### config.mk
export PLATFORM = sky130hd
export DESIGN_NAME = sbpe_shade
export DESIGN_NICKNAME = d
export VERILOG_FILES = /design/src/sv/assert_macros.svh /design/src/sv/sbpe_pkg.sv /design/src/sv/sbpe_shade.sv
export SDC_FILE = /design/constraint.sdc
export NUM_CORES = 1
export LEC_CHECK = 0
export BUFFER_PORTS_ARGS = -buffer_cell sky130_fd_sc_hd__buf_4
export CAP_MARGIN = 25
export CORE_MARGIN = 1
export CORE_UTILIZATION = 42
export CTS_CLUSTER_DIAMETER = 200
export DETAILED_ROUTE_END_ITERATION = 16
export HOLD_SLACK_MARGIN = 0.15
export PLACE_DENSITY = 0.94
export SYNTH_ARGS = -nofsm -noshare
export SYNTH_HDL_FRONTEND = slang
export SYNTH_SLANG_ARGS = --single-unit
### constraint.sdc
create_clock -name clock -period 2.62 [get_ports clock]
set_clock_uncertainty 0.15 [all_clocks]
set_input_delay 0.262 -clock clock [delete_from_list [all_inputs] [get_ports clock]]
set_output_delay 0.262 -clock clock [all_outputs]
set_load 0.005 [all_outputs]
### src/sv/assert_macros.svh
// Assertion helper macros used by the sprite blit RTL.
// Needs signals named clock and reset (synchronous, active high) in scope.
`ifndef ASSERT_MACROS_SVH
`define ASSERT_MACROS_SVH

// Consequent checked in the same cycle as the antecedent.
`define SBPE_ASSERT_NOW(label, ante, cons) \
   label: assert property (@(posedge clock) disable iff (reset) (ante) |-> (cons)) \
      else $error("sbpe assertion failed");

// Consequent checked in the cycle after the antecedent.
`define SBPE_ASSERT_NEXT(label, ante, cons) \
   label: assert property (@(posedge clock) disable iff (reset) (ante) |=> (cons)) \
      else $error("sbpe assertion failed");

`endif

### src/sv/sbpe_pkg.sv
// Shared types and constants of the sprite blit pixel engine.
// No dependencies; used by every sbpe module except sbpe_ram.
`timescale 1ns / 1ps
`default_nettype none

package sbpe_pkg;

   localparam int ATLAS_DEPTH = 65536;
   localparam int ATLAS_AW    = 16;
   localparam int COLOR_W     = 16;
   localparam int FB_W        = 18;
   localparam int CSR_IDX_W   = 3;
   localparam int CSR_DATA_W  = 24;
   localparam int SRC_W       = 18;  // step * inv_scale >> 16

   localparam logic [COLOR_W-1:0] BLACK_565 = 16'h0000;

   typedef enum logic {
      CMD_LOAD = 1'b0,
      CMD_DRAW = 1'b1
   } cmd_type;

   typedef enum logic [1:0] {
      MODE_OPAQUE  = 2'd0,
      MODE_KEYED   = 2'd1,
      MODE_RECOLOR = 2'd2,
      MODE_SCALED  = 2'd3
   } draw_mode_type;

   typedef enum logic [CSR_IDX_W-1:0] {
      CSR_DRAW_MODE  = 3'd0,
      CSR_SPRITE_X   = 3'd1,
      CSR_SPRITE_Y   = 3'd2,
      CSR_SPRITE_W   = 3'd3,
      CSR_SPRITE_H   = 3'd4,
      CSR_SWAP_COLOR = 3'd5,
      CSR_INV_SCALE  = 3'd6,
      CSR_KEY_COLOR  = 3'd7
   } csr_index_type;

   typedef struct packed {
      draw_mode_type        draw_mode;
      logic [7:0]           sprite_x;
      logic [7:0]           sprite_y;
      logic [8:0]           sprite_w;
      logic [8:0]           sprite_h;
      logic [COLOR_W-1:0]   swap_color;
      logic [23:0]          inv_scale;
      logic [COLOR_W-1:0]   key_color;
   } csr_type;

   localparam csr_type CSR_RESET = '{
      draw_mode:  MODE_OPAQUE,
      sprite_x:   8'd0,
      sprite_y:   8'd0,
      sprite_w:   9'd1,
      sprite_h:   9'd1,
      swap_color: 16'h0000,
      inv_scale:  24'd65536,
      key_color:  16'hF81F
   };

   // Word leaving the mapping stages.
   typedef struct packed {
      cmd_type              command;
      logic [ATLAS_AW-1:0]  atlas_address;
      logic [COLOR_W-1:0]   store_color;
      logic [9:0]           step_x;
      logic [9:0]           step_y;
      logic [SRC_W-1:0]     src_x;
      logic [SRC_W-1:0]     src_y;
      logic [9:0]           scr_x;
      logic [9:0]           scr_y;
      logic                 on_screen;
   } map_word_type;

endpackage

`default_nettype wire

### src/sv/sbpe_shade.sv
// Stages 3 and 4: color-key/black filter and recolor on atlas data, and the result register.
// Depends on sbpe_pkg.
`timescale 1ns / 1ps
`default_nettype none

module sbpe_shade (
   input  wire logic                             clock,
   input  wire logic                             reset,
   input  wire logic                             s3_en,
   input  wire logic                             s4_en,
   input  wire logic                             draw_in,
   input  wire logic [sbpe_pkg::FB_W-1:0]        fb_in,
   input  wire logic [sbpe_pkg::COLOR_W-1:0]     rd_data,
   input  sbpe_pkg::csr_type                     cfg,
   output logic                                  v3,
   output logic                                  rsp_valid,
   output logic [sbpe_pkg::FB_W-1:0]             rsp_fb_address,
   output logic [sbpe_pkg::COLOR_W-1:0]          rsp_pixel_color
);

   logic                          v3_ff, v4_ff;
   logic [sbpe_pkg::FB_W-1:0]     fb3_ff, fb4_ff;
   logic [sbpe_pkg::COLOR_W-1:0]  color4_ff;
   logic                          keep;
   logic [sbpe_pkg::COLOR_W-1:0]  color;

   always_comb begin
      keep  = 1'b1;
      color = rd_data;
      case (cfg.draw_mode) inside
         sbpe_pkg::MODE_OPAQUE: begin
            keep = 1'b1;
         end
         sbpe_pkg::MODE_KEYED: begin
            keep = (rd_data != cfg.key_color) && (rd_data != sbpe_pkg::BLACK_565);
         end
         sbpe_pkg::MODE_RECOLOR, sbpe_pkg::MODE_SCALED: begin
            keep = (rd_data != sbpe_pkg::BLACK_565);
            if (rd_data == cfg.key_color) begin
               color = cfg.swap_color;
            end
         end
         default: begin
            keep = 1'b1;
         end
      endcase
   end

   always_ff @(posedge clock) begin
      if (reset) begin
         v3_ff <= 1'b0;
         v4_ff <= 1'b0;
      end else begin
         if (s3_en) begin
            v3_ff <= draw_in;
         end
         if (s4_en) begin
            v4_ff <= v3_ff && keep;
         end
      end
   end

   always_ff @(posedge clock) begin
      if (s3_en) begin
         fb3_ff <= fb_in;
      end
      if (s4_en) begin
         fb4_ff    <= fb3_ff;
         color4_ff <= color;
      end
   end

   assign v3              = v3_ff;
   assign rsp_valid       = v4_ff;
   assign rsp_fb_address  = fb4_ff;
   assign rsp_pixel_color = color4_ff;

endmodule

`default_nettype wire
Word level (Yosys, flattened, before mapping)
Index checks and enable logic that the tools add are counted.
Operators by class
  equal/unequal tests: 5
  multiplexer cells: 7
  reductions and logical operators: 5
Operators by type and width (number)
  16-bit two-way mux: 4
  16-bit == test: 1
  16-bit inequality test: 1
  16-bit nonzero test: 1
  2-bit == test (second input constant): 2
  1-bit two-way mux: 3
  2-bit by 1-bit == test with 1-bit output (second input constant): 1
  1-bit logical AND: 2
  2-bit logical NOT: 1
  2-bit OR reduction: 1
Storage, ports and cells
  bits in registers: 54
  bits of input ports: 131
  output and inout port bits: 36
  word-level logic and storage cells: 22

Logic depth before layout (Yosys ltp)
  word-level depth: 6
  depth in mapped cells: 6
  gate-level depth less buffers: 5

Worst setup path before layout
OpenSTA, ideal clock, no wires.
  kind: input -> register
  start point: in cfg[14] (netlist bit)
  end point: reg color4_ff, in the netlist rsp_pixel_color[0] (data pin)
  library setup time: 0.260 ns
  arrival: 1.460 ns
  required time: 2.210 ns
  setup slack: 0.750 ns
  stages on the path: 6
  path buffers: 1
  path through: xnor2_1 > nand4_1 > nor4_2 > nand2_2 > buf_6 > mux2_4
On the way
  word-level cells in the longest chain between the ends: 5
Ends and longest elaborated chain
  start: declaration: RTL line sbpe_shade.sv:14  | input sbpe_pkg::csr_type cfg,
  16-bit == test: RTL line sbpe_shade.sv:39  | if (rd_data == cfg.key_color) begin
  16-bit two-way mux: RTL line sbpe_shade.sv:39
  16-bit two-way mux (3 in a row): RTL line sbpe_shade.sv:30  | case (cfg.draw_mode) inside
  net color (one bit): RTL line sbpe_shade.sv:25  | logic [sbpe_pkg::COLOR_W-1:0] color;
  end signal: assignment: RTL line sbpe_shade.sv:69  | color4_ff <= color;
  end: declaration: RTL line sbpe_shade.sv:23  | logic [sbpe_pkg::COLOR_W-1:0] color4_ff;
The timed path passes the listed nets, and every way through them passes these cells.
A chain may end at the register's enable or synchronous reset.

Worst setup path in the final report
  start point: in rd_data[10] (netlist bit)
  end point: reg color4_ff, in the netlist rsp_pixel_color[9] (data pin)
On the way
  word-level cells in the longest chain between the ends: 5
Ends and longest elaborated chain
  start: declaration: RTL line sbpe_shade.sv:13  | input wire logic [sbpe_pkg::COLOR_W-1:0] rd_data,
  16-bit == test: RTL line sbpe_shade.sv:39
  16-bit two-way mux: RTL line sbpe_shade.sv:39
  16-bit two-way mux (3 in a row): RTL line sbpe_shade.sv:30
  net color (one bit): RTL line sbpe_shade.sv:25
The timed path passes the listed nets, and every way through them passes these cells.

==> metrics.md <==
| Metric | Value |
|---|---|
| Wire length of the first global-routing pass | about 11 mm |
| Root buffer selected by CTS | clkbuf_8 |
| Ports placed on the boundary | between 150 and 200 |
| Largest net degree at the start of global routing | 37 |
| Antenna cell count | 0 |
| Delay of the slowest critical-path stage | around 0.58 ns |
| Net total in the final layout | ~400 |
| Router iterations before antenna repair | 10 |
| Overall routing resource usage | 29.3% |
| Area of combinational cells with multiple inputs | ~500 µm² |
| Result of the run | complete, but fails checks |
| Worst slew margin relative to its limit | between 60% and 70% |
| Standard cell area after detailed placement | about 3000 µm² |
| Final-layout fill cell count | between 200 and 300 |
| Worst-Margin Slew | a little over 0.5 ns |
| Total number of vias | roughly 1700 |
| Iteration-0 DRC count of the detailed router | between 150 and 200 |
| Share of total power consumed by net switching | between 20% and 30% |
| Signed area change from the synthesized netlist to the final layout | 70.9% |
| PortBufs | around 110 |
| Reported leakage power | between 1.5 and 2 nW |
| Seq cells post-synth | 54 |
| Initial antenna violation count | 0 |
| Final Hold Violating Endpoints | 0 |
| Post-Syn Nets | about 240 |
| Hold Path Class | input pin to register |
| Core Footprint | roughly 4800 µm² |
| Total Routed Length | ~7.9 mm |
| Share of cells above drive strength 1 | approximately half |
| Die Y-Extent | 72.7 µm |
| Portion of the post-synthesis area used by sequential elements | 76.3% |
| Via count normalized by instance count | 5.10 |
| Antenna viol nets, final | 0 |
| Reported max-cap violation count | 0 |
| Ys async rst share | 0% |
| Max-slew violation count | 0 |
| # rows | 25 |
| Clock transition at path regs | 0.11 ns |
| Kind of critical path | input pin to register |
| Post-Syn Area per Cell | about 20 µm² |
| Combinational share of power | 16.1% |
| Most numerous cell in the Yosys netlist | edfxtp_1 |
| Final RePlAce weighted congestion | ~0.75 |
| Max H-tree Level | 2 |
| Most area-hungry cell type in the Yosys netlist | edfxtp_1 |
| Die X | roughly 73 µm |
| Endpoints failing setup | 0 |
| Highest Clock Rate | approximately 390 MHz |
| Number of buffers and inverters on the critical path | 2 |
| HPWL after detailed placement | between 3 and 4 mm |
| P_sw | between 0.0004 and 0.0005 W |
| Internal cell power | 0.00150 W |
| Cell with the largest stage delay on the worst path | dlygate4sd3_1 |
| Distinct cells, synth | 16 |
| Post-CTS Setup Repair Bufs | 0 |
| Clock share of power | 30.0% |
| Setup TNS Final | 0 ns |
| Synth Instances | around 110 |
| Critical-path cell list | buf_4 -> xnor2_1 -> nand4_1 -> nor4_4 -> nand2_4 -> mux2_4 -> dlygate4sd3_1 |
| Maximum fanout count along the critical path | 16 |
| RSZ-0062 raised after global routing | false |
| Final period util | 97.2% |
| Endpoint arrival time on the critical path | 2.47 ns |
| Average detailed-routed wire length per instance | about 24 µm |
| Worst skew pair latency | between 0.3 and 0.4 ns |
| Remaining Overflow, GRT | 0 |
| Largest buffer count on any clock path | 2 |
| Drc violations | 1 |
| Clock tree from TritonCTS | done |
| Top cells by count, synth | edfxtp_1 (52), xnor2_1 (16), mux2_4 (10) |
| Synth Flop Type | edfxtp_1 |
| Count of placed standard cells including taps | 280 |
| Initial core utilization | between 40% and 50% |
| Power per standard cell area | roughly 540 nW/µm² |
| Warnings from Yosys | 0 |
| Number of buffers added by the clock tree synthesis step | 5 |
| Share of the synthesized area in the top cell type | between 70% and 80% |
| Summed instance area of the synthesized netlist | approximately 2100 µm² |
| Leading cell types by total area after synthesis | edfxtp_1 (74%), mux2_4 (7.2%), xnor2_1 (6.7%) |
| Footprint of the flip-flops and latches | 1600 µm² |
| Post-synth EDFFs | 52 |
| Critical path startpoint category | input pin |
| Sequential group share of total power | around 54% |
| Cell family with most CP delay | simple AND/OR/NAND/NOR gates |
| Sink Count | between 50 and 60 |
| Vias in the first global route | roughly 1800 |
| Max rail drop VDD | 0.000295 V |
| Critical Path Sink Type | register |
| Total non-filler cell area in the finished layout | 3590 µm² |
| Failing checks | DRC |
| Minimum period implied by the final worst setup slack | 2.55 ns |
| Data required time of the worst path | roughly 2.6 ns |
| Overall die area | approximately 5300 µm² |
| Final standard cell count with taps included and fillers excluded | 336 |
[state kept, by name (all words and copies together) (netlist names)]
| name | flops |
|---|---|
| fb3_ff | 18 |
| rsp_pixel_color | 16 |
| v3 | 1 |
| rsp_fb_address | 18 |
| rsp_valid | 1 |
[final cells by class]
class	count	area share (%)
clock inverters	3	1.19
flip-flops and latches	54	44.6
multi-input cells	51	13.9
clock buffers	5	1.92
well taps	67	2.34
repair buffers	156	36.0
[cells in the final DEF, fill, tap and decap left out]
master         count
a22o_1             1
and4_1             1
buf_4            108
bufinv_16          1
clkbuf_8           5
clkinv_1           1
dfxtp_1            2
dlygate4sd3_1     48
edfxtp_1          52
inv_6              1
mux2_2             6
mux2_4            10
mux2i_1            2
nand2_1            1
nand2_4            1
nand4_1            4
nor2_1             3
nor4_1             4
nor4_4             1
o21bai_1           1
xnor2_1           16
[worst register-to-register path, cell delays in order, from the launching register on]
cell	delay (ns)
dfxtp_1	0.34
mux2i_1	0.14
nor2_1	0.05
dlygate4sd3_1	0.55
[through the flow]
step / total power [W] / util [%] / hold slack, ns / setup WS [ns]
6_report: 0.00194 / 75.5 / 0.157 / 0.0722
5_1_grt: 0.00199 / 75.5 / 0.155 / 0.0356
4_1_cts: 0.00188 / 74.6 / 0.151 / 0.0114
3_5_place_dp: 0.00129 / 62.7 / 0.255 / 0.217
2_1_floorplan: 0.00110 / - / 0.184 / 0.750
3_3_place_gp: 0.00127 / 62.7 / 0.250 / 0.249
[kinds of logic after synthesis]
kind of cell | Yosys count | synth area share, %
mux | 18 | 11.3
flops | 54 | 76.3
xor+xnor | 16 | 6.67
compound gates | 2 | 0.775
buf+inv | 1 | 0.536
simple gates | 15 | 4.41
[repair_timing]
item | 4_1_cts | 5_1_grt
hold endpoints to repair | 35 | 3
resized for setup | 0 | 2
setup endpoints to repair | 0 | 7
hold buffers | 45 | 3
[metal layers]
metal	track usage [%]	vias to the layer above	part of all wire, %
li1	-	737	-
met1	30.2	832	36
met2	51.8	117	51
met3	9.81	28	8.9
met4	17.4	0	4.7
met5	0	-	0
[power by group through the flow]
stage / Combinational (W) / Clock, W / Sequential (W)
final: 0.000312 / 0.000582 / 0.00104
after global placement: 0.000222 / 0 / 0.00105
after floorplan: 0.0000439 / 0 / 0.00106
after CTS: 0.000288 / 0.000552 / 0.00104
after detailed placement: 0.000231 / 0 / 0.00106
after global routing: 0.000324 / 0.000618 / 0.00105
[final timing paths]
kind	depth (start not counted)	from	slack (ns)	to
setup / recovery	7	rd_data[10]	0.07	rsp_pixel_color[9]
hold / removal	2	rd_data[13]	0.16	rsp_pixel_color[13]
setup reg to reg	3	v3	1.29	v3
hold reg to reg	0	fb3_ff[12]	0.28	rsp_fb_address[12]
No activity file was read; power rests on OpenSTA's default activity.
