--- config.mk ---
export PLATFORM = sky130hd
export DESIGN_NAME = sbpe_csr
export DESIGN_NICKNAME = d
export VERILOG_FILES = /design/src/sv/assert_macros.svh /design/src/sv/sbpe_pkg.sv /design/src/sv/sbpe_csr.sv
export SDC_FILE = /design/constraint.sdc
export NUM_CORES = 1
export LEC_CHECK = 0
export BUFFER_PORTS_ARGS = -buffer_cell sky130_fd_sc_hd__buf_2
export CAP_MARGIN = 20
export CORE_MARGIN = 8
export CORE_UTILIZATION = 50
export CTS_CLUSTER_DIAMETER = 150
export DETAILED_ROUTE_END_ITERATION = 6
export PLACE_DENSITY = 0.79
export RECOVER_POWER = 25
export SETUP_SLACK_MARGIN = 0.3
export SYNTH_ARGS = -nofsm -noshare
export SYNTH_HDL_FRONTEND = slang
export SYNTH_SLANG_ARGS = --single-unit
--- constraint.sdc ---
create_clock -name clock -period 1.1 [get_ports clock]
set_input_delay 0.055 -clock clock [delete_from_list [all_inputs] [get_ports clock]]
set_output_delay 0.055 -clock clock [all_outputs]
set_load 0.05 [all_outputs]
--- src/sv/assert_macros.svh ---
// Assertion helper macros used by the sprite blit RTL.
// Needs signals named clock and reset (synchronous, active high) in scope.
`ifndef ASSERT_MACROS_SVH
`define ASSERT_MACROS_SVH

// Consequent checked in the same cycle as the antecedent.
`define SBPE_ASSERT_NOW(label, ante, cons) \
   label: assert property (@(posedge clock) disable iff (reset) (ante) |-> (cons)) \
      else $error("sbpe assertion failed");

// Consequent checked in the cycle after the antecedent.
`define SBPE_ASSERT_NEXT(label, ante, cons) \
   label: assert property (@(posedge clock) disable iff (reset) (ante) |=> (cons)) \
      else $error("sbpe assertion failed");

`endif

--- src/sv/sbpe_pkg.sv ---
// Shared types and constants of the sprite blit pixel engine.
// No dependencies; used by every sbpe module except sbpe_ram.
`timescale 1ns / 1ps
`default_nettype none

package sbpe_pkg;

   localparam int ATLAS_DEPTH = 65536;
   localparam int ATLAS_AW    = 16;
   localparam int COLOR_W     = 16;
   localparam int FB_W        = 18;
   localparam int CSR_IDX_W   = 3;
   localparam int CSR_DATA_W  = 24;
   localparam int SRC_W       = 18;  // step * inv_scale >> 16

   localparam logic [COLOR_W-1:0] BLACK_565 = 16'h0000;

   typedef enum logic {
      CMD_LOAD = 1'b0,
      CMD_DRAW = 1'b1
   } cmd_type;

   typedef enum logic [1:0] {
      MODE_OPAQUE  = 2'd0,
      MODE_KEYED   = 2'd1,
      MODE_RECOLOR = 2'd2,
      MODE_SCALED  = 2'd3
   } draw_mode_type;

   typedef enum logic [CSR_IDX_W-1:0] {
      CSR_DRAW_MODE  = 3'd0,
      CSR_SPRITE_X   = 3'd1,
      CSR_SPRITE_Y   = 3'd2,
      CSR_SPRITE_W   = 3'd3,
      CSR_SPRITE_H   = 3'd4,
      CSR_SWAP_COLOR = 3'd5,
      CSR_INV_SCALE  = 3'd6,
      CSR_KEY_COLOR  = 3'd7
   } csr_index_type;

   typedef struct packed {
      draw_mode_type        draw_mode;
      logic [7:0]           sprite_x;
      logic [7:0]           sprite_y;
      logic [8:0]           sprite_w;
      logic [8:0]           sprite_h;
      logic [COLOR_W-1:0]   swap_color;
      logic [23:0]          inv_scale;
      logic [COLOR_W-1:0]   key_color;
   } csr_type;

   localparam csr_type CSR_RESET = '{
      draw_mode:  MODE_OPAQUE,
      sprite_x:   8'd0,
      sprite_y:   8'd0,
      sprite_w:   9'd1,
      sprite_h:   9'd1,
      swap_color: 16'h0000,
      inv_scale:  24'd65536,
      key_color:  16'hF81F
   };

   // Word leaving the mapping stages.
   typedef struct packed {
      cmd_type              command;
      logic [ATLAS_AW-1:0]  atlas_address;
      logic [COLOR_W-1:0]   store_color;
      logic [9:0]           step_x;
      logic [9:0]           step_y;
      logic [SRC_W-1:0]     src_x;
      logic [SRC_W-1:0]     src_y;
      logic [9:0]           scr_x;
      logic [9:0]           scr_y;
      logic                 on_screen;
   } map_word_type;

endpackage

`default_nettype wire

--- src/sv/sbpe_csr.sv ---
// Configuration register file of the sprite blit engine.
// Depends on sbpe_pkg.
`timescale 1ns / 1ps
`default_nettype none

module sbpe_csr (
   input  wire logic                                clock,
   input  wire logic                                reset,
   input  wire logic                                csr_we,
   input  wire logic [sbpe_pkg::CSR_IDX_W-1:0]      csr_index,
   input  wire logic [sbpe_pkg::CSR_DATA_W-1:0]     csr_wdata,
   output sbpe_pkg::csr_type                        cfg
);

   sbpe_pkg::csr_type cfg_ff;
   sbpe_pkg::csr_type cfg_in;

   always_comb begin
      cfg_in = cfg_ff;
      if (csr_we) begin
         unique case (sbpe_pkg::csr_index_type'(csr_index))
            sbpe_pkg::CSR_DRAW_MODE:
               cfg_in.draw_mode = sbpe_pkg::draw_mode_type'(csr_wdata[1:0]);
            sbpe_pkg::CSR_SPRITE_X:   cfg_in.sprite_x   = csr_wdata[7:0];
            sbpe_pkg::CSR_SPRITE_Y:   cfg_in.sprite_y   = csr_wdata[7:0];
            sbpe_pkg::CSR_SPRITE_W:   cfg_in.sprite_w   = csr_wdata[8:0];
            sbpe_pkg::CSR_SPRITE_H:   cfg_in.sprite_h   = csr_wdata[8:0];
            sbpe_pkg::CSR_SWAP_COLOR: cfg_in.swap_color = csr_wdata[15:0];
            sbpe_pkg::CSR_INV_SCALE:  cfg_in.inv_scale  = csr_wdata[23:0];
            sbpe_pkg::CSR_KEY_COLOR:  cfg_in.key_color  = csr_wdata[15:0];
            default:                  cfg_in = cfg_ff;
         endcase
      end
   end

   always_ff @(posedge clock) begin
      if (reset) begin
         cfg_ff <= sbpe_pkg::CSR_RESET;
      end else begin
         cfg_ff <= cfg_in;
      end
   end

   assign cfg = cfg_ff;

endmodule

`default_nettype wire

# [Word level (Yosys, flattened, before mapping)]
# Cells that the tools add are included.
# Widths: inputs -> output; s select.
[totals] wordCells=24 register_bits=92 input_bits=30 out_inout_bits=92
[classes] n_eq_ne=7 reduce_logical=9
[op_table] operator="$reduce_and 2->1" n=8
[op_table] operator="$eq 3x3->1 const B" n=4
[op_table] operator="$eq 3x2->1 const B" n=2
[op_table] operator="$eq 3x1->1 const B" n=1
[op_table] operator="$logic_not 3->1" n=1

# [Depth between registers and ports, before layout]
# Gate-level depths: netlist of the first run.
[logic_depth] depth_word=2 depth_mapped=5 ltp_nobuf=2

# [Worst setup path after synthesis of the first run]
# OpenSTA, ideal clock, no wires.
[synth_path] path_type="in2reg" start="input csr_index[0] in the netlist's numbering" end="register cfg_ff (netlist bit cfg[91])" cell_stages=3 n_path_buf=1 required_time_ps=975 slack_ps=145 arrival_ps=830 cell_sequence="buf_6 -> or4b_4 -> mux2i_1"
[synth_via] elab_chain_len=2
[synth_lines] element="from (decl)" line="sbpe_csr.sv:10" source="input wire logic [sbpe_pkg::CSR_IDX_W-1:0] csr_index,"
[synth_lines] element="$logic_not 3->1" line="sbpe_csr.sv:21" source="unique case (sbpe_pkg::csr_index_type'(csr_index))"
[synth_lines] element="$reduce_and 2->1 (no source line)"
[synth_lines] element="to (signal assigned)" line="sbpe_csr.sv:38" source="cfg_ff <= sbpe_pkg::CSR_RESET;"
[synth_lines] element="to (signal assigned)" line="sbpe_csr.sv:40" source="cfg_ff <= cfg_in;"
[synth_lines] element="to (decl)" line="sbpe_csr.sv:15" source="sbpe_pkg::csr_type cfg_ff;"
# Every way passes these cells.
# A chain may end at the register's enable or synchronous reset.

# [Final worst setup path of the first run]
[layout_path] start="register cfg_ff (netlist bit cfg[47])" end="output cfg[47] in the netlist's numbering"
[layout_rtl] element="to (decl)" line="sbpe_csr.sv:12" source="output sbpe_pkg::csr_type cfg"
# No word-level cell between the ends.

==> run metrics, run 1 <==
status=complete, no violations; crit-path cells=buf_8; GRT Overall Usage=21.89%; Hold Worst Slack=0.04081 ns; Seq. cell area=1952 sq um; grt total ovfl=0; Chip Height=103.0 microns; fin crit share=89.52%; Hold EP=cfg[10]$_SDFFE_PP0P_; Final Wtd Congestion=0.7788; IO Count=122; Worst slew margin=59.42%; crit path max fanout=2; vias=3154; Worst-path clk slew=0.10 ns; worst r2r path cells=4; cell at the root of the clock tree=clkbuf_8; DRT Pass-1 Iters=4; Critical Path End Type=primary output; Synth Warn #=0; largest net degree at the start of global routing=35; Layout Skew=0 ns; Post-Syn Nets=379; Residual DRC=0; Hold Crit Depth=3; CP startpoint=cfg[47]$_SDFFE_PP0P_; CP startpoint kind=flop; crit path buf inv count=1; Seq/Total Area, Yosys=48.66%; RSZ-0062 raised after global routing=yes; CTS Buf Count=9; Cell Pwr Density=1110 nW/um^2; Initial DRC Count=72; # port buffers=121; initial core utilization=51.90%; Min Clock Period, post-route=0.9848 ns; fin cells=629; arrival time at the worst endpoint=0.93 ns; CP max stage cell=dfxtp_1; Mean Syn Cell Area=10.84 sq um; Filler Cell Count=374; area grow syn2layout=63.64%; num rows=31; Total Nets Final=555; FF-to-FF End=cfg[76]$_SDFFE_PP0P_; max-slew violations=0; number of global-route vias before repair=3411; final WL=11.78 mm; layout cells sized above 1=53.58%; r2r setup slk=0.25 ns; Hold Path Class=in -> reg; WS Path Type=reg -> out; Antenna diodes=0; die area=10610 sq um; initial antenna violation count=0; CP delay by family, top=flip-flops; Worst EP required=1.04 ns; DRT antenna net count=0; Leak=2.883 nW; Min-Delay Startpoint=csr_wdata[10]; Reg-to-Reg Start=cfg[76]$_SDFFE_PP0P_; DP Cell Count=556; Worst VDD drop=752.0 uV; Largest register FFs=92; clock buffer depth=2; core area=7292 sq um; H-tree levels=3; Routed WL per cell=18.73 microns; clk_lat worst skew=0.36 ns; Critical Path Max Stage Delay=0.40 ns; # Max-Cap Violations=0; worst slew pin tran=0.6069 ns; footprint of the multi-input gates=1802 sq um; post-synthesis register bit count=92; Mapped Cells=349; CTS tree=built; Distinct cells, synth=15; HPWL Detailed=7.105 mm; global-route wire length before repair=17.60 mm; die width=103.0 microns; Via density=5.014; Final Hold Viols=0; final setup vio count=0; Sink Count=92; Mapped Area=3785 sq um; Max Freq=1.015 GHz; setup_tns=0 ns
-- through the flow --
stage	area, sq um	setup WS, ns	total power, mW	util (%)
2_1_floorplan	3933	0.1480	4.114	-
3_3_place_gp	4598	0.06229	4.306	63.06
3_5_place_dp	4598	0.01587	4.322	63.06
4_1_cts	6045	0.1459	6.841	82.89
5_1_grt	6193	0.07137	7.087	84.93
6_report	6193	0.1152	6.874	84.93
-- placed cells by master, fill, tap and decap left out --
master / instances
nand2b_4: 1
dlygate4sd3_1: 19
buf_2: 27
nand2b_2: 1
dfxtp_2: 88
inv_6: 2
and4b_2: 3
nor2_2: 1
nand4_1: 1
buf_4: 44
clkinvlp_4: 1
mux2i_1: 92
buf_12: 1
clkbuf_8: 9
clkinv_2: 2
clkbuf_1: 2
and4_4: 1
clkbuf_2: 4
buf_6: 3
nand4b_4: 1
nor2_1: 23
or4b_4: 1
nand4b_1: 2
nand2b_1: 100
buf_8: 92
nand4bb_1: 3
dfxtp_1: 4
bufinv_16: 1
clkinv_4: 1
-- per-layer routing --
metal / global-route usage [%] / vias up / wire length, microns
met1: 23.47 / 1535 / 4617
met2: 39.35 / 93 / 6187
met4: 8.899 / 0 / 262
met5: 0 / - / 0
li1: - / 1504 / -
met3: 6.280 / 22 / 714
-- cells in the mapped netlist --
| library cell | instances | area, sq um |
|---|---|---|
| nand4bb_1 | 3 | 33.78 |
| nand4b_4 | 1 | 23.77 |
| or4b_4 | 1 | 13.76 |
| mux2i_1 | 92 | 920.9 |
| buf_6 | 3 | 33.78 |
| nand2b_1 | 102 | 638.1 |
| buf_2 | 11 | 55.05 |
| clkbuf_1 | 10 | 37.54 |
| buf_4 | 3 | 22.52 |
| nor2_1 | 24 | 90.09 |
| nand4b_1 | 2 | 17.52 |
| dfxtp_1 | 92 | 1842 |
| nand4_2 | 1 | 12.51 |
| and4b_2 | 3 | 33.78 |
| and4_2 | 1 | 10.01 |
-- worst max path at each step --
stage / cells after the start / slack (ns) / endpoint
after floorplan: 3 / 0.15 / cfg[91]$_SDFFE_PP0P_
after global placement: 3 / 0.06 / cfg[91]$_SDFFE_PP0P_
after detailed placement: 3 / 0.02 / cfg[48]$_SDFFE_PP0P_
after CTS: 1 / 0.15 / cfg[47]
after global routing: 4 / 0.07 / cfg[85]$_SDFFE_PP0P_
final: 1 / 0.12 / cfg[47]
-- cells by family (layout without fill, tap and decap cells) --
logic type,count (synthesis),after routing,share of synthesized area [%]
DFF,92,92,48.66
buffers and inverters,27,208,3.934
and+or+nand+nor,138,138,23.07
muxes,92,92,24.33
-- cell type report --
type,count,share of cell area (%)
tap,99,2.000
timing repair buffer,192,34.20
multi-input combinational,230,29.09
sequential,92,31.52
clock inverter,7,1.192
clock buffer,9,2.000
-- power by group --
part           internal (mW)  switching (mW)  total [mW]
Sequential              3.42          0.0712        3.49
Combinational          0.484           0.564        1.05
Clock                   1.06            1.28        2.34
Total                   4.96            1.91        6.87
-- timing repair --
action                     in CTS  in global routing
hold buffers                   19                  0
gates resized for setup       274                 10
setup buffers                  20                 18
hold endpoints to repair       26                  0
setup endpoints to repair      92                102
(Power assumes the default switching activity.)
==> run 2: changes to the inputs <==
MAX_ROUTING_LAYER = met4   (was not set)
SLEW_MARGIN = 10   (was not set)
==> run 2 against run 1 <==
Net effect:
- cell count is the same
- sequential power about the same
- total power increased by 0.14%
- core utilization unchanged
- non-clock buffer count stayed put
- highest routed layer unchanged
==> run metrics, run 2 (synthesis results as in run 1) <==
DR top layer=met4; WS Path Type=reg -> out; Final Wtd Congestion=0.7895 (+1.4%); HPWL Detailed=7.105 mm (unchanged); Antenna diodes=0 (unchanged); most common cell after layout, fill and taps aside=nand2b_1; max-slew violations=0 (unchanged); fin crit share=89.70% (+0.18 points); Leak=2.883 nW (unchanged); status=complete, no violations; Worst EP required=1.04 ns (about the same); Critical Path Max Stage Delay=0.40 ns (about the same); Chip Height=103.0 microns (unchanged); Layout Skew=0 ns (unchanged); footprint of the multi-input gates=1802 sq um (unchanged); # port buffers=121 (unchanged); Sink Count=92 (unchanged); crit path max fanout=2 (unchanged); Total Nets Final=555 (unchanged); num rows=31 (unchanged); Via density=5.070 (+1.1%); clk_lat worst skew=0.36 ns (about the same); global-route wire length before repair=17.58 mm (about the same); grt total ovfl=0 (unchanged); final setup vio count=0 (unchanged); setup_tns=0 ns (unchanged); vias=3189 (+1.1%); Max Freq=1.013 GHz (-0.20%); Worst-path clk slew=0.10 ns (about the same); Setup WS pre-CTS=0.01587 ns (unchanged); wire length on met3=650 microns (-9.0%); worst slew pin tran=0.6025 ns (-0.004391 ns); H-tree levels=3 (unchanged); CP max stage cell=dfxtp_1; met1 WL=4.700 mm (+1.8%); RSZ-0062 raised after global routing=yes; GRT Overall Usage=22.50% (+0.61 points); Pwr Total=6.884 mW (+0.14%); Residual DRC=0 (unchanged); DRT Pass-1 Iters=4 (unchanged); final WL=11.84 mm (+0.48%); Filler Cell Count=374 (unchanged); cell at the root of the clock tree=clkbuf_8; core area=7292 sq um (unchanged); worst r2r path cells=4 (unchanged); most frequent cells in the layout=nand2b_1 (100), mux2i_1 (92), buf_8 (92); design area=6193 sq um (unchanged); critical path depth=1 (unchanged); DRT antenna net count=0 (unchanged); CP delay by family, top=flip-flops; Final Hold Viols=0 (unchanged); largest net degree at the start of global routing=35 (unchanged); CTS tree=built; initial antenna violation count=0 (unchanged); Critical Path End Type=primary output; initial core utilization=51.90% (unchanged); Worst slew margin=59.71% (+0.29 points); Min Clock Period, post-route=0.9867 ns (+0.001961 ns); crit-path cells=buf_8; Hold Path Class=in -> reg; area grow syn2layout=63.64% (unchanged); Initial DRC Count=69 (-4.2%); placed inst area=4598 sq um (unchanged); crit path buf inv count=1 (unchanged); clock buffer depth=2 (unchanged); number of global-route vias before repair=3407 (-0.12%); Worst VDD drop=751.0 uV (-0.13%); Seq. cell area=1952 sq um (unchanged); die width=103.0 microns (unchanged); CP startpoint kind=flop; met2 WL post-DR=6.243 mm (+0.91%); # Max-Cap Violations=0 (unchanged); layout cells sized above 1=53.58% (unchanged); Routed WL per cell=18.82 microns (+0.48%); Hold Crit Depth=3 (unchanged); IO Count=122 (unchanged); CTS Buf Count=9 (unchanged); Hold Worst Slack=0.03504 ns (-0.005769 ns); final setup margin=0.1133 ns (-0.001961 ns); die area=10610 sq um (unchanged); Largest register FFs=92 (unchanged); arrival time at the worst endpoint=0.93 ns (about the same); Cell Pwr Density=1111 nW/um^2 (+0.14%)
-- run 2: cell counts in the layout (fill, tap and decap cells not counted) --
Identical to the previous run, type by type.
-- run 2: area by class of cell --
cell class	instances	share of cell area (%)
well taps	99	2.000
clock buffers	9	2.000
multi-input cells	230	29.09
repair buffers	192	34.20
clock inverters	7	1.192
flip-flops and latches	92	31.52
-- run 2: final timing paths --
kind	start	endpoint	slack, ns
hold reg to reg	cfg[59]$_SDFFE_PP0P_	cfg[59]$_SDFFE_PP0P_	0.49
setup reg to reg	cfg[76]$_SDFFE_PP0P_	cfg[76]$_SDFFE_PP0P_	0.25
hold / removal	csr_wdata[10]	cfg[10]$_SDFFE_PP0P_	0.04
setup / recovery	cfg[1]$_SDFFE_PP1P_	cfg[1]	0.11
-- run 2: stage by stage --
step | cells | utilization (%)
after global placement | 556 | 63.06
after detailed placement | 556 | 63.06
after CTS | 611 | 82.89
after global routing | 629 | 84.93
final | 629 | 84.93
after floorplan | 349 | -
-- run 2: tightest hold or removal path, delay by kind of cell --
family	cells	cell delay (ns)
AND/OR/NAND/NOR	1	0.13
buffers and inverters	1	0.09
multiplexers	1	0.09
-- run 2: routing by layer --
layer  vias to the layer above  track usage [%]
li1                       1500                -
met1                      1566            24.23
met2                       102            39.26
met3                        21            5.064
met4                         0            8.899
met5                         -                -
-- run 2: power breakdown --
group	internal, mW	switching, mW	total (mW)
registers	3.42	0.0715	3.49
clock network	1.06	1.29	2.35
logic	0.484	0.563	1.05
total	4.96	1.92	6.88
-- run 2: timing repair --
action,CTS,global route
buffers inserted,20,18
gates resized for setup,274,10
endpoints found under the setup margin,92,102
hold buffers,19,0
hold endpoints to repair,26,0
