===== src/sv/assert_macros.svh =====
// Assertion helper macros used by the sprite blit RTL.
// Needs signals named clock and reset (synchronous, active high) in scope.
`ifndef ASSERT_MACROS_SVH
`define ASSERT_MACROS_SVH

// Consequent checked in the same cycle as the antecedent.
`define SBPE_ASSERT_NOW(label, ante, cons) \
   label: assert property (@(posedge clock) disable iff (reset) (ante) |-> (cons)) \
      else $error("sbpe assertion failed");

// Consequent checked in the cycle after the antecedent.
`define SBPE_ASSERT_NEXT(label, ante, cons) \
   label: assert property (@(posedge clock) disable iff (reset) (ante) |=> (cons)) \
      else $error("sbpe assertion failed");

`endif


===== src/sv/sbpe_pkg.sv =====
// Shared types and constants of the sprite blit pixel engine.
// No dependencies; used by every sbpe module except sbpe_ram.
`timescale 1ns / 1ps
`default_nettype none

package sbpe_pkg;

   localparam int ATLAS_DEPTH = 65536;
   localparam int ATLAS_AW    = 16;
   localparam int COLOR_W     = 16;
   localparam int FB_W        = 18;
   localparam int CSR_IDX_W   = 3;
   localparam int CSR_DATA_W  = 24;
   localparam int SRC_W       = 18;  // step * inv_scale >> 16

   localparam logic [COLOR_W-1:0] BLACK_565 = 16'h0000;

   typedef enum logic {
      CMD_LOAD = 1'b0,
      CMD_DRAW = 1'b1
   } cmd_type;

   typedef enum logic [1:0] {
      MODE_OPAQUE  = 2'd0,
      MODE_KEYED   = 2'd1,
      MODE_RECOLOR = 2'd2,
      MODE_SCALED  = 2'd3
   } draw_mode_type;

   typedef enum logic [CSR_IDX_W-1:0] {
      CSR_DRAW_MODE  = 3'd0,
      CSR_SPRITE_X   = 3'd1,
      CSR_SPRITE_Y   = 3'd2,
      CSR_SPRITE_W   = 3'd3,
      CSR_SPRITE_H   = 3'd4,
      CSR_SWAP_COLOR = 3'd5,
      CSR_INV_SCALE  = 3'd6,
      CSR_KEY_COLOR  = 3'd7
   } csr_index_type;

   typedef struct packed {
      draw_mode_type        draw_mode;
      logic [7:0]           sprite_x;
      logic [7:0]           sprite_y;
      logic [8:0]           sprite_w;
      logic [8:0]           sprite_h;
      logic [COLOR_W-1:0]   swap_color;
      logic [23:0]          inv_scale;
      logic [COLOR_W-1:0]   key_color;
   } csr_type;

   localparam csr_type CSR_RESET = '{
      draw_mode:  MODE_OPAQUE,
      sprite_x:   8'd0,
      sprite_y:   8'd0,
      sprite_w:   9'd1,
      sprite_h:   9'd1,
      swap_color: 16'h0000,
      inv_scale:  24'd65536,
      key_color:  16'hF81F
   };

   // Word leaving the mapping stages.
   typedef struct packed {
      cmd_type              command;
      logic [ATLAS_AW-1:0]  atlas_address;
      logic [COLOR_W-1:0]   store_color;
      logic [9:0]           step_x;
      logic [9:0]           step_y;
      logic [SRC_W-1:0]     src_x;
      logic [SRC_W-1:0]     src_y;
      logic [9:0]           scr_x;
      logic [9:0]           scr_y;
      logic                 on_screen;
   } map_word_type;

endpackage

`default_nettype wire


===== src/sv/sbpe_map.sv =====
// Stages 1 and 2: input register, scale multiplies and screen position/clip.
// Depends on sbpe_pkg.
`timescale 1ns / 1ps
`default_nettype none

module sbpe_map #(
   parameter int SCREEN_WIDTH  = 480,
   parameter int SCREEN_HEIGHT = 480
) (
   input  wire logic                             clock,
   input  wire logic                             reset,
   input  wire logic                             s1_en,
   input  wire logic                             s2_en,
   input  wire logic                             req_valid,
   input  wire logic                             req_command,
   input  wire logic [sbpe_pkg::ATLAS_AW-1:0]    req_atlas_address,
   input  wire logic [sbpe_pkg::COLOR_W-1:0]     req_store_color,
   input  wire logic signed [10:0]               req_dest_x,
   input  wire logic signed [10:0]               req_dest_y,
   input  wire logic [9:0]                       req_step_x,
   input  wire logic [9:0]                       req_step_y,
   input  wire logic [23:0]                      inv_scale,
   output logic                                  v1,
   output logic                                  v2,
   output sbpe_pkg::map_word_type                s2
);

   typedef struct packed {
      sbpe_pkg::cmd_type                command;
      logic [sbpe_pkg::ATLAS_AW-1:0]    atlas_address;
      logic [sbpe_pkg::COLOR_W-1:0]     store_color;
      logic signed [10:0]               dest_x;
      logic signed [10:0]               dest_y;
      logic [9:0]                       step_x;
      logic [9:0]                       step_y;
   } in_word_type;

   logic                   v1_ff, v2_ff;
   in_word_type            s1_ff;
   sbpe_pkg::map_word_type s2_ff, s2_in;

   logic [33:0]        prod_x, prod_y;
   logic signed [12:0] scr_x, scr_y;
   logic               on_x, on_y;

   always_ff @(posedge clock) begin
      if (reset) begin
         v1_ff <= 1'b0;
         v2_ff <= 1'b0;
      end else begin
         if (s1_en) begin
            v1_ff <= req_valid;
         end
         if (s2_en) begin
            v2_ff <= v1_ff;
         end
      end
   end

   always_ff @(posedge clock) begin
      if (s1_en) begin
         s1_ff.command       <= sbpe_pkg::cmd_type'(req_command);
         s1_ff.atlas_address <= req_atlas_address;
         s1_ff.store_color   <= req_store_color;
         s1_ff.dest_x        <= req_dest_x;
         s1_ff.dest_y        <= req_dest_y;
         s1_ff.step_x        <= req_step_x;
         s1_ff.step_y        <= req_step_y;
      end
      if (s2_en) begin
         s2_ff <= s2_in;
      end
   end

   // Q8.16 scale: one 10x24 multiplier per axis
   always_comb begin
      prod_x = 34'(s1_ff.step_x) * 34'(inv_scale);
      prod_y = 34'(s1_ff.step_y) * 34'(inv_scale);
      scr_x  = 13'(s1_ff.dest_x) + $signed({3'b000, s1_ff.step_x});
      scr_y  = 13'(s1_ff.dest_y) + $signed({3'b000, s1_ff.step_y});
      on_x   = !scr_x[12] && (scr_x[11:0] < 12'(SCREEN_WIDTH));
      on_y   = !scr_y[12] && (scr_y[11:0] < 12'(SCREEN_HEIGHT));

      s2_in.command       = s1_ff.command;
      s2_in.atlas_address = s1_ff.atlas_address;
      s2_in.store_color   = s1_ff.store_color;
      s2_in.step_x        = s1_ff.step_x;
      s2_in.step_y        = s1_ff.step_y;
      s2_in.src_x         = prod_x[33:16];
      s2_in.src_y         = prod_y[33:16];
      s2_in.scr_x         = scr_x[9:0];
      s2_in.scr_y         = scr_y[9:0];
      s2_in.on_screen     = on_x && on_y;
   end

   assign v1 = v1_ff;
   assign v2 = v2_ff;
   assign s2 = s2_ff;

endmodule

`default_nettype wire


===== config.mk =====
export PLATFORM = sky130hd
export DESIGN_NAME = sbpe_map
export DESIGN_NICKNAME = d
export VERILOG_FILES = /design/src/sv/assert_macros.svh /design/src/sv/sbpe_pkg.sv /design/src/sv/sbpe_map.sv
export SDC_FILE = /design/constraint.sdc
export NUM_CORES = 1
export LEC_CHECK = 0
export ABC_AREA = 0
export BUFFER_PORTS_ARGS = -buffer_cell sky130_fd_sc_hd__buf_4
export CAP_MARGIN = 15
export CORE_ASPECT_RATIO = 0.6
export CORE_UTILIZATION = 60
export DETAILED_ROUTE_END_ITERATION = 12
export PLACE_DENSITY = 0.81
export SETUP_SLACK_MARGIN = 0.15
export SYNTH_ARGS = -nofsm -noshare
export SYNTH_HDL_FRONTEND = slang
export SYNTH_SLANG_ARGS = --single-unit
export TNS_END_PERCENT = 20

===== constraint.sdc =====
create_clock -name clock -period 6.9 [get_ports clock]
set_input_delay 0.345 -clock clock [delete_from_list [all_inputs] [get_ports clock]]
set_output_delay 0.345 -clock clock [all_outputs]
set_load 0.03 [all_outputs]

Word level (Yosys, flattened, before mapping). Index checks and enable logic that the tools add are counted.

Register bits after elaboration: 187. Output and inout port bits: 112. Logic and storage cells: 30.

$add $sub $neg: 2. Multipliers: 2. $lt $le $gt $ge: 2. Reductions and logical operators: 5.

Operators with widths (count): $mul A10 B24 Y34 (2); $add A11 B11 Y12 (2); $lt A12 B9 Y1 const B (2); $logic_and A1 B1 Y1 (3); $logic_not A1 Y1 (2).

Depth between registers and ports, before layout. Gate-level depths: netlist of run 1.

Depth after elaboration: 4. Gate-level depth with buffers: 22.

Worst setup path before layout of run 1. No wires, ideal clock.

Kind: reg-to-reg. Start point: register s1_ff[11] (netlist name). End point: register s2_ff (netlist bit s2[51]), data pin. Library setup time: 0.261 ns. Arrival time: 5.375 ns. Required time: 6.639 ns. Slack: 1.264 ns. Cell stages (with the launch flop): 20. Path buffers: 2. Period minus slack after synthesis: 5.636 ns. Cell sequence: edfxtp_1 > buf_2 > clkbuf_1 > nand2_1 > fa_1 > inv_1 > fa_1 > inv_1 > fa_1 > inv_1 > fa_1 > fa_1 > ha_1 > a21o_1 > a21o_1 > a221o_1 > a211o_1 > a2111oi_2 > nor2_1 > xor2_1.

Word-level cells in the longest chain between the ends: 1.

Ends and longest elaborated chain: start, declared (RTL line sbpe_map.sv:39) `in_word_type s1_ff;`; $mul A10 B24 Y34 (RTL line sbpe_map.sv:77) `prod_x = 34'(s1_ff.step_x) * 34'(inv_scale);`; net prod_x[28] (RTL line sbpe_map.sv:42) `logic [33:0] prod_x, prod_y;`; end signal, assigned (RTL line sbpe_map.sv:71) `s2_ff <= s2_in;`; end, declared (RTL line sbpe_map.sv:40) `sbpe_pkg::map_word_type s2_ff, s2_in;`.

The timed path passes the listed nets, and every way through them passes these cells. A chain may end at the register's enable or synchronous reset.

Worst setup path after layout of run 1.
Start point: register s1_ff[16] (netlist name). End point: register s2_ff (netlist bit s2[53]), data pin.

Same word-level chain as after synthesis.

==> results of run 1 <==
==> how the worst max path moves through the flow <==
stage	start	end	slack, ns	cells past startpoint
floorplan	s1_ff[11]	s2[51]	1.26	19
global placement	s1_ff[15]	s2[53]	0.80	15
detailed placement	s1_ff[15]	s2[52]	0.52	15
CTS	s1_ff[15]	s2[53]	0.48	15
global route	s1_ff[16]	s2[52]	0.16	15
finish	s1_ff[16]	s2[53]	0.50	15
==> final cells by class <==
class	count	area [um^2]
multi-input cells	1377	13900
inverters	340	1280
well taps	459	574
clock buffers	17	425
fillers	2499	10500
flip-flops and latches	187	5600
clock inverters	15	200
repair buffers	226	1700
==> synthesized netlist by cell type (8+ instances only) <==
| library cell | instances | area (um^2) |
|---|---|---|
| nand2_1 | 258 | 968 |
| a21o_1 | 33 | 248 |
| fa_1 | 348 | 6970 |
| clkbuf_1 | 91 | 342 |
| inv_1 | 340 | 1280 |
| nand4_1 | 15 | 93.8 |
| o21ai_0 | 38 | 190 |
| nand3_1 | 13 | 65.1 |
| o21a_1 | 11 | 82.6 |
| xor2_1 | 12 | 105 |
| a31oi_1 | 14 | 87.6 |
| a21oi_1 | 51 | 255 |
| edfxtp_1 | 185 | 5560 |
| and2_1 | 247 | 1550 |
| and3_1 | 8 | 50.1 |
| ha_1 | 154 | 1930 |
| a211oi_1 | 8 | 60.1 |
| xnor2_1 | 38 | 333 |
| nor2_1 | 33 | 124 |
==> worst max-delay path, cell delays in order (launching register included) <==
cell      delay, ns
edfxtp_1       1.13
nand2_1        0.16
fa_1           0.51
fa_1           0.55
inv_1          0.05
fa_1           0.45
fa_1           0.51
fa_1           0.45
ha_1           0.36
nand2_1        0.08
a221oi_1       0.28
a211oi_1       0.14
o311ai_0       0.66
a41o_1         0.46
a41oi_1        0.18
xnor2_1        0.15
==> through the flow <==
step | setup WS (ns) | cell area [um^2]
after floorplan | 1.26 | 21100
after global placement | 0.796 | 23000
after detailed placement | 0.520 | 23000
after CTS | 0.479 | 23700
after global routing | 0.156 | 23700
final | 0.504 | 23700
==> sequential cells by signal, indices dropped and copies added (netlist names) <==
| name | cells |
|---|---|
| s2 | 110 |
| s1_ff | 75 |
| v1 | 1 |
| v2 | 1 |
==> metal layers <==
metal / up-vias / part of all wire, % / track usage, %
li1: 6652 / - / -
met1: 7493 / 42 / 41.6
met2: 717 / 47 / 45.3
met3: 79 / 9.0 / 4.30
met4: 0 / 1.6 / 7.63
met5: - / 0 / 0
==> kinds of logic after synthesis <==
logic type | after synthesis
simple gates | 604
fa+ha+maj | 502
buf+inv | 435
compound gates | 219
flops | 187
xor+xnor | 50
mux | 2
==> power by group <==
group	leakage [nW]	internal [mW]	switching [mW]
clock	0.300	0.504	0.528
sequential	1.83	1.78	0.128
combinational	9.30	3.77	5.42
==> impl_metrics.tcl, run 1 <==
set metrics [dict create \
    start_kind "flop" \
    hold_depth 1 \
    nNetsFinal 2755 \
    hold_class "input port to flop" \
    ys_ff_latch 187 \
    r2r_cells 15 \
    postLayoutCoreUtil_pct 69.3 \
    antenna_found_initial 0 \
    rr_endpoint "s2[53]" \
    layout_common_cells "fa_1 (348), inv_1 (340), nand2_1 (258), and2_1 (247), buf_4 (225)" \
    synth_fp_nets 2605 \
    dieArea_um2 36000 \
    yosysSeqAreaShare_pct 26.5 \
    chipWidth_um 244 \
    synthToLayoutAreaGrowth_pct 12.0 \
    synth-simple-area-share_pct 14.4 \
    synth_top_family_by_area "adder cells" \
    die_h_um 147 \
    holdPathEnd "s1_ff[5]" \
    p_leak_nw 11.4 \
    cts_tree "done" \
    core_area_um2 34200 \
    wl_mm 49.1 \
    overflow 0 \
    ys_warn_count 0 \
    synthAdderAreaFrac_pct 42.1 \
    postCtsResizedCells 0 \
    finalCritPeriodShare_pct 92.7 \
    grt_pass1_vias 15700 \
    drive_gt1_share_pct 12.4 \
    synth_mux_area_share_pct 0.0947 \
    drv_slew 0 \
    htreeDepth 4 \
    synth_area_per_cell_um2 10.6 \
    place_inst 2588 \
    finalClockSkew_ns 0.0194 \
    vias 14900 \
    synth_top_flop_cell "edfxtp_1" \
    hp-start "req_step_y[5]" \
    drtIter0Drc 1257 \
    tightest_slew_ns 1.16 \
    crit-reg2reg-launch "s1_ff[16]" \
    grt_use_total_pct 28.5 \
    row_count 52 \
    cts.reportedPaths.clkPinSlew_ns 0.09 \
    yosysUniqueCellTypes 63 \
    cts_sinks 187 \
    outcome "complete, no violations" \
    r2r_setup_slack_ns 0.50 \
    slew_headroom_pct 22.5 \
    synth_xor_area_share_pct 2.07 \
    drtAntennaViolNets 0 \
    finalSetupViolations 0 \
    path_class "flop to flop" \
    async_flop_share_pct 0 \
    synth_edf_count 185 \
    routedWlPerCell_um 18.7 \
    ios 216 \
    finalPower_mw 12.1 \
    cts_root_buf "clkbuf_16" \
    grt_max_degree 77 \
    hold_violations 0 \
    final_common_cell "fa_1" \
    worstSetupEndpointType "flop" \
    cp_data_required_time_ns 7.10 \
    fmax_ghz 0.156 \
    portBuffers 215 \
    synth_compound_area_share_pct 7.10 \
    via_per_inst 5.70 \
    cellPowerDensity_nw_per_um2 512 \
    syn_area_um2 21100 \
    cts_buffer_depth 2 \
    cts_buffers 17 \
    grt_setup_unrepaired "false" \
    cts_hold_buf 0 \
    period_minus_slack_ns 6.40 \
    antenna_cells 0 \
    fin_cells 2621 \
    drc 0 \
    grt_pass1_wl_mm 80.5 \
    postCtsSetupRepairBufs 0 \
    crit_path_max_fanout 26 \
    synthesis.instances 1999 \
    place_hpwl_mm 37.1 \
    clk_latency_ns 0.46 \
    cap_violations 0 \
    worstPathArrival_ns 6.59 \
    tns_ns 0 \
    gp_congestion 0.947 \
    first_pass_iters 6 \
    initial_utilization_pct 61.9 \
    hold_ws_ns 0.0510 \
    worst_ir_drop_vdd_v 0.000397 \
]
No activity file was read; power rests on OpenSTA's default activity.
==> run 2: changes to the inputs <==
CELL_PAD_IN_SITES_DETAIL_PLACEMENT = 1   (was unset)
CELL_PAD_IN_SITES_GLOBAL_PLACEMENT = 2   (was unset)
CORE_UTILIZATION = 40   (was 60)
PLACE_DENSITY = unset   (was 0.81)
PLACE_DENSITY_LB_ADDON = 0.1   (was unset)
==> impl_metrics.tcl, run 2 (synthesis results as in run 1) <==
set metrics [dict create \
    cts_buffer_depth 2 \
    layout_common_cells "fa_1 (348), inv_1 (340), nand2_1 (258), and2_1 (247), buf_4 (234)" \
    combPwrFrac_pct 76.2 \
    period_minus_slack_ns 6.32 \
    grt_use_total_pct 21.9 \
    antenna_cells 0 \
    hold_violations 0 \
    swShare_pct 50.8 \
    drc 0 \
    worst-path-buf-inv 4 \
    crit_path_max_fanout 14 \
    postCtsResizedCells 0 \
    row_count 64 \
    hold_ws_ns 0.0328 \
    cellPowerDensity_nw_per_um2 518 \
    grt_max_degree 64 \
    die_h_um 180 \
    core_area_um2 51600 \
    cp_data_required_time_ns 7.12 \
    tns_ns 0 \
    wl_met1_mm 28.4 \
    worstPathArrival_ns 6.54 \
    finalClockSkew_ns 0.0128 \
    finalPower_mw 12.4 \
    worstSetupEndpointType "flop" \
    routedWlPerCell_um 19.7 \
    grt_pass1_wl_mm 91.7 \
    dr_wl_met2_mm 25.3 \
    outcome "complete, no violations" \
    clk_latency_ns 0.48 \
    dieArea_um2 53800 \
    place_inst 2831 \
    worst_ir_drop_vdd_v 0.000341 \
    cts_buffers 17 \
    via_per_inst 5.10 \
    largest_reg_flops 110 \
    fmax_ghz 0.158 \
    cts_root_buf "clkbuf_16" \
    switching_power_mw 6.33 \
    wl_met3_mm 2.13 \
    intPower_mw 6.12 \
    cp_cell_sequence "buf_4 -> and2_1 -> fa_1 -> fa_1 -> fa_1 -> fa_1 -> inv_1 -> fa_1 -> inv_1 -> ha_1 -> and2_1 -> nand3_1 -> o311ai_0 -> buf_4 -> a41o_1 -> a41oi_1 -> xnor2_1" \
    routed.top_layer "met4" \
    p_leak_nw 11.5 \
    cap_violations 0 \
    drtAntennaViolNets 0 \
    first_pass_iters 5 \
    overflow 0 \
    postCtsSetupRepairBufs 0 \
    ios 216 \
    crit_family "adder cells" \
    antenna_found_initial 2 \
    fin_cells 2863 \
    place_hpwl_mm 42.5 \
    cts_sinks 187 \
    hold_class "input port to flop" \
    cpMaxStageDelayCell "edfxtp_1" \
    max_stage_delay_ns 0.86 \
    gp_congestion 0.831 \
    wl_mm 56.3 \
    tightest_slew_ns 1.16 \
    pwr-share-seq_pct 15.2 \
    drv_slew 0 \
    drive_gt1_share_pct 12.8 \
    cts_hold_buf 0 \
    finalCritPeriodShare_pct 91.6 \
    cts_tree "done" \
    grt_setup_unrepaired "false" \
    start_kind "flop" \
    vias 14600 \
    synthToLayoutAreaGrowth_pct 13.6 \
    final_common_cell "fa_1" \
    postLayoutCoreUtil_pct 46.6 \
    drtIter0Drc 777 \
    initial_utilization_pct 41.0 \
    finalSetupViolations 0 \
    htreeDepth 4 \
    cpMostUsedCell "fa_1" \
    cts.reportedPaths.clkPinSlew_ns 0.08 \
    clkPwrFrac_pct 8.7 \
    slew_headroom_pct 22.4 \
    nNetsFinal 2763 \
    path_class "flop to flop" \
    grt_pass1_vias 16200 \
    portBuffers 215 \
    chipWidth_um 299 \
]
==> run 2: cell type report <==
type | count | area [um^2]
Sequential cell | 187 | 5600
Inverter | 340 | 1280
Clock inverter | 15 | 201
Multi-Input combinational cell | 1377 | 13900
Tap cell | 693 | 867
Clock buffer | 17 | 425
Fill cell | 5677 | 27600
Timing Repair Buffer | 234 | 1760
==> run 2: layer usage <==
layer | vias up | track usage, %
li1 | 6646 | -
met1 | 7663 | 33.8
met2 | 253 | 33.5
met3 | 29 | 2.48
met4 | 0 | 3.88
met5 | - | 0
==> run 2: power by group through the flow <==
| stage | logic [mW] | clock network (mW) | registers, mW |
|---|---|---|---|
| after global routing | 10.7 | 1.14 | 1.91 |
| after detailed placement | 9.41 | 0 | 1.91 |
| final | 9.48 | 1.08 | 1.89 |
| after floorplan | 6.66 | 0 | 2.17 |
| after CTS | 9.51 | 1.12 | 1.89 |
| after global placement | 9.26 | 0 | 1.90 |
==> run 2: path summary, 6_finish.rpt <==
check | slack, ns | from | cells after the start | endpoint
setup reg to reg | 0.58 | s1_ff[15] | 17 | s2[53]
setup / recovery | 0.58 | s1_ff[15] | 17 | s2[53]
hold / removal | 0.03 | reset | 2 | v1
hold reg to reg | 0.42 | s1_ff[49] | 0 | s2[84]
==> run 2: per-stage QoR <==
stage,cell area [um^2],setup WS (ns)
after detailed placement,23400,0.640
after global routing,24000,0.196
after floorplan,21100,1.26
after CTS,24000,0.598
final,24000,0.578
after global placement,23400,0.598
==> run 3: changes to the inputs <==
CELL_PAD_IN_SITES_DETAIL_PLACEMENT = 2   (was 1)
==> impl_metrics.tcl, run 3 (synthesis results as in run 1) <==
set metrics [dict create \
    outcome "complete, no violations" \
    die_h_um 180 \
    cp_cell_sequence "buf_4 -> and2_1 -> fa_1 -> fa_1 -> fa_1 -> fa_1 -> inv_1 -> fa_1 -> inv_1 -> ha_1 -> and2_1 -> nand3_1 -> o311ai_0 -> buf_4 -> a41o_1 -> a211oi_1 -> a311oi_1" \
    largest_reg_flops 110 \
    cts_sinks 187 \
    finalSetupViolations 0 \
    initial_utilization_pct 41.0 \
    timing.final.ws_setup_ns 0.503 \
    nFillCells 5347 \
    dieArea_um2 53800 \
    routedWlPerCell_um 22.9 \
    cts.reportedPaths.clkPinSlew_ns 0.09 \
    layout_common_cells "fa_1 (348), inv_1 (340), nand2_1 (258), and2_1 (247), buf_4 (245)" \
    worst-path-buf-inv 4 \
    vias 15200 \
    antenna_found_initial 0 \
    grt_pass1_vias 17800 \
    portBuffers 215 \
    grt_max_degree 64 \
    finalCritPeriodShare_pct 92.7 \
    post-place-ws_ns 0.499 \
    grt_use_total_pct 25.4 \
    core_area_um2 51600 \
    path_class "flop to flop" \
    crit_path_max_fanout 17 \
    via_per_inst 5.28 \
    chipWidth_um 299 \
    drtAntennaViolNets 0 \
    drv_slew 0 \
    overflow 0 \
    nNetsFinal 2783 \
    synthToLayoutAreaGrowth_pct 14.5 \
    cp_data_required_time_ns 7.17 \
    p_leak_nw 11.6 \
    clk_latency_ns 0.49 \
    cts_buffer_depth 2 \
    drc 0 \
    crit_family "adder cells" \
    cts_root_buf "clkbuf_16" \
    drive_gt1_share_pct 13.3 \
    first_pass_iters 6 \
    row_count 64 \
    postCtsResizedCells 0 \
    cellPowerDensity_nw_per_um2 537 \
    tns_ns 0 \
    worst_ir_drop_vdd_v 0.000283 \
    htreeDepth 4 \
    gp_congestion 0.831 \
    worstPathArrival_ns 6.67 \
    wl_mm 66.2 \
    grt_pass1_wl_mm 105 \
    place_hpwl_mm 49.2 \
    period_minus_slack_ns 6.40 \
    hold_violations 0 \
    cpMaxStageDelayCell "edfxtp_1" \
    fmax_ghz 0.156 \
    cts_tree "done" \
    drtIter0Drc 753 \
    finalClockSkew_ns 0.0186 \
    cpMostUsedCell "fa_1" \
    slew_headroom_pct 31.1 \
    ios 216 \
    tightest_slew_ns 1.03 \
    antenna_cells 0 \
    final_common_cell "fa_1" \
    max_stage_delay_ns 0.70 \
    grt_setup_unrepaired "false" \
    start_kind "flop" \
    cap_violations 0 \
    worstSetupEndpointType "flop" \
    cts_buffers 17 \
    hold_class "input port to flop" \
]
run 3: cell types whose count changed in the layout (fill, tap and decap cells not counted), sizes merged:
cell | before | now
clkbuf | 17 | 19
dlygate4sd3 | 0 | 4
inv | 347 | 346
clkinv | 5 | 6
buf | 234 | 249
clkinvlp | 1 | 0
run 3: power by group:
part | internal (mW) | switching (mW) | leakage, nW | total (mW)
clock network | 0.546 | 0.531 | 0.294 | 1.08
registers | 1.78 | 0.110 | 1.83 | 1.89
logic | 3.88 | 6.16 | 9.46 | 10.0
total | 6.21 | 6.80 | 11.6 | 13.0
run 3: path summary, 6_finish.rpt:
| check | start | endpoint | slack [ns] | depth (start not counted) |
|---|---|---|---|---|
| min | req_dest_y[1] | s1_ff[21] | 0.02 | 1 |
| max | s1_ff[16] | s2[52] | 0.50 | 17 |
| max reg2reg | s1_ff[16] | s2[52] | 0.50 | 17 |
| min reg2reg | s1_ff[52] | s2[87] | 0.42 | 0 |
run 3: cell type report:
cell class              instances  area (um^2)  area share [%]
clock inverters                14          163           0.672
clock buffers                  18          429            1.77
well taps                     693          867            3.58
flip-flops and latches        187         5600            23.1
multi-input cells            1377        13900            57.4
inverters                     340         1280            5.27
repair buffers                254         1980            8.20
run 3: what timing repair did:
action                                 CTS  global route
hold buffers                             4             0
setup endpoints to repair                0             6
endpoints found under the hold margin    5             0
buffers inserted                         0            16
run 3: through the flow:
step                utilization (%)  cells  power [mW]  hold slack, ns  instance area, um^2
floorplan                         -   1999        8.84           0.400                21100
CTS                            46.6   2867        13.0        0.000401                24000
finish                         46.9   2883        13.0          0.0228                24200
detailed placement             45.4   2831        11.8           0.405                23400
global placement               45.4   2831        11.2           0.401                23400
global route                   46.9   2883        14.2          0.0153                24200
run 3: worst register-to-register path: stages (launching register included):
cell,delay (ns)
edfxtp_1,0.70
buf_4,0.35
and2_1,0.20
fa_1,0.45
fa_1,0.57
fa_1,0.43
fa_1,0.52
inv_1,0.06
fa_1,0.49
inv_1,0.06
ha_1,0.37
and2_1,0.23
nand3_1,0.09
o311ai_0,0.56
buf_4,0.22
a41o_1,0.41
a211oi_1,0.15
a311oi_1,0.34
run 3: metal layers:
metal | wire length, um | up-vias | track usage, %
li1 | - | 6686 | -
met1 | 30600 | 8275 | 34.7
met2 | 33100 | 221 | 43.5
met3 | 1690 | 44 | 2.99
met4 | 793 | 0 | 5.49
met5 | 0 | - | 0
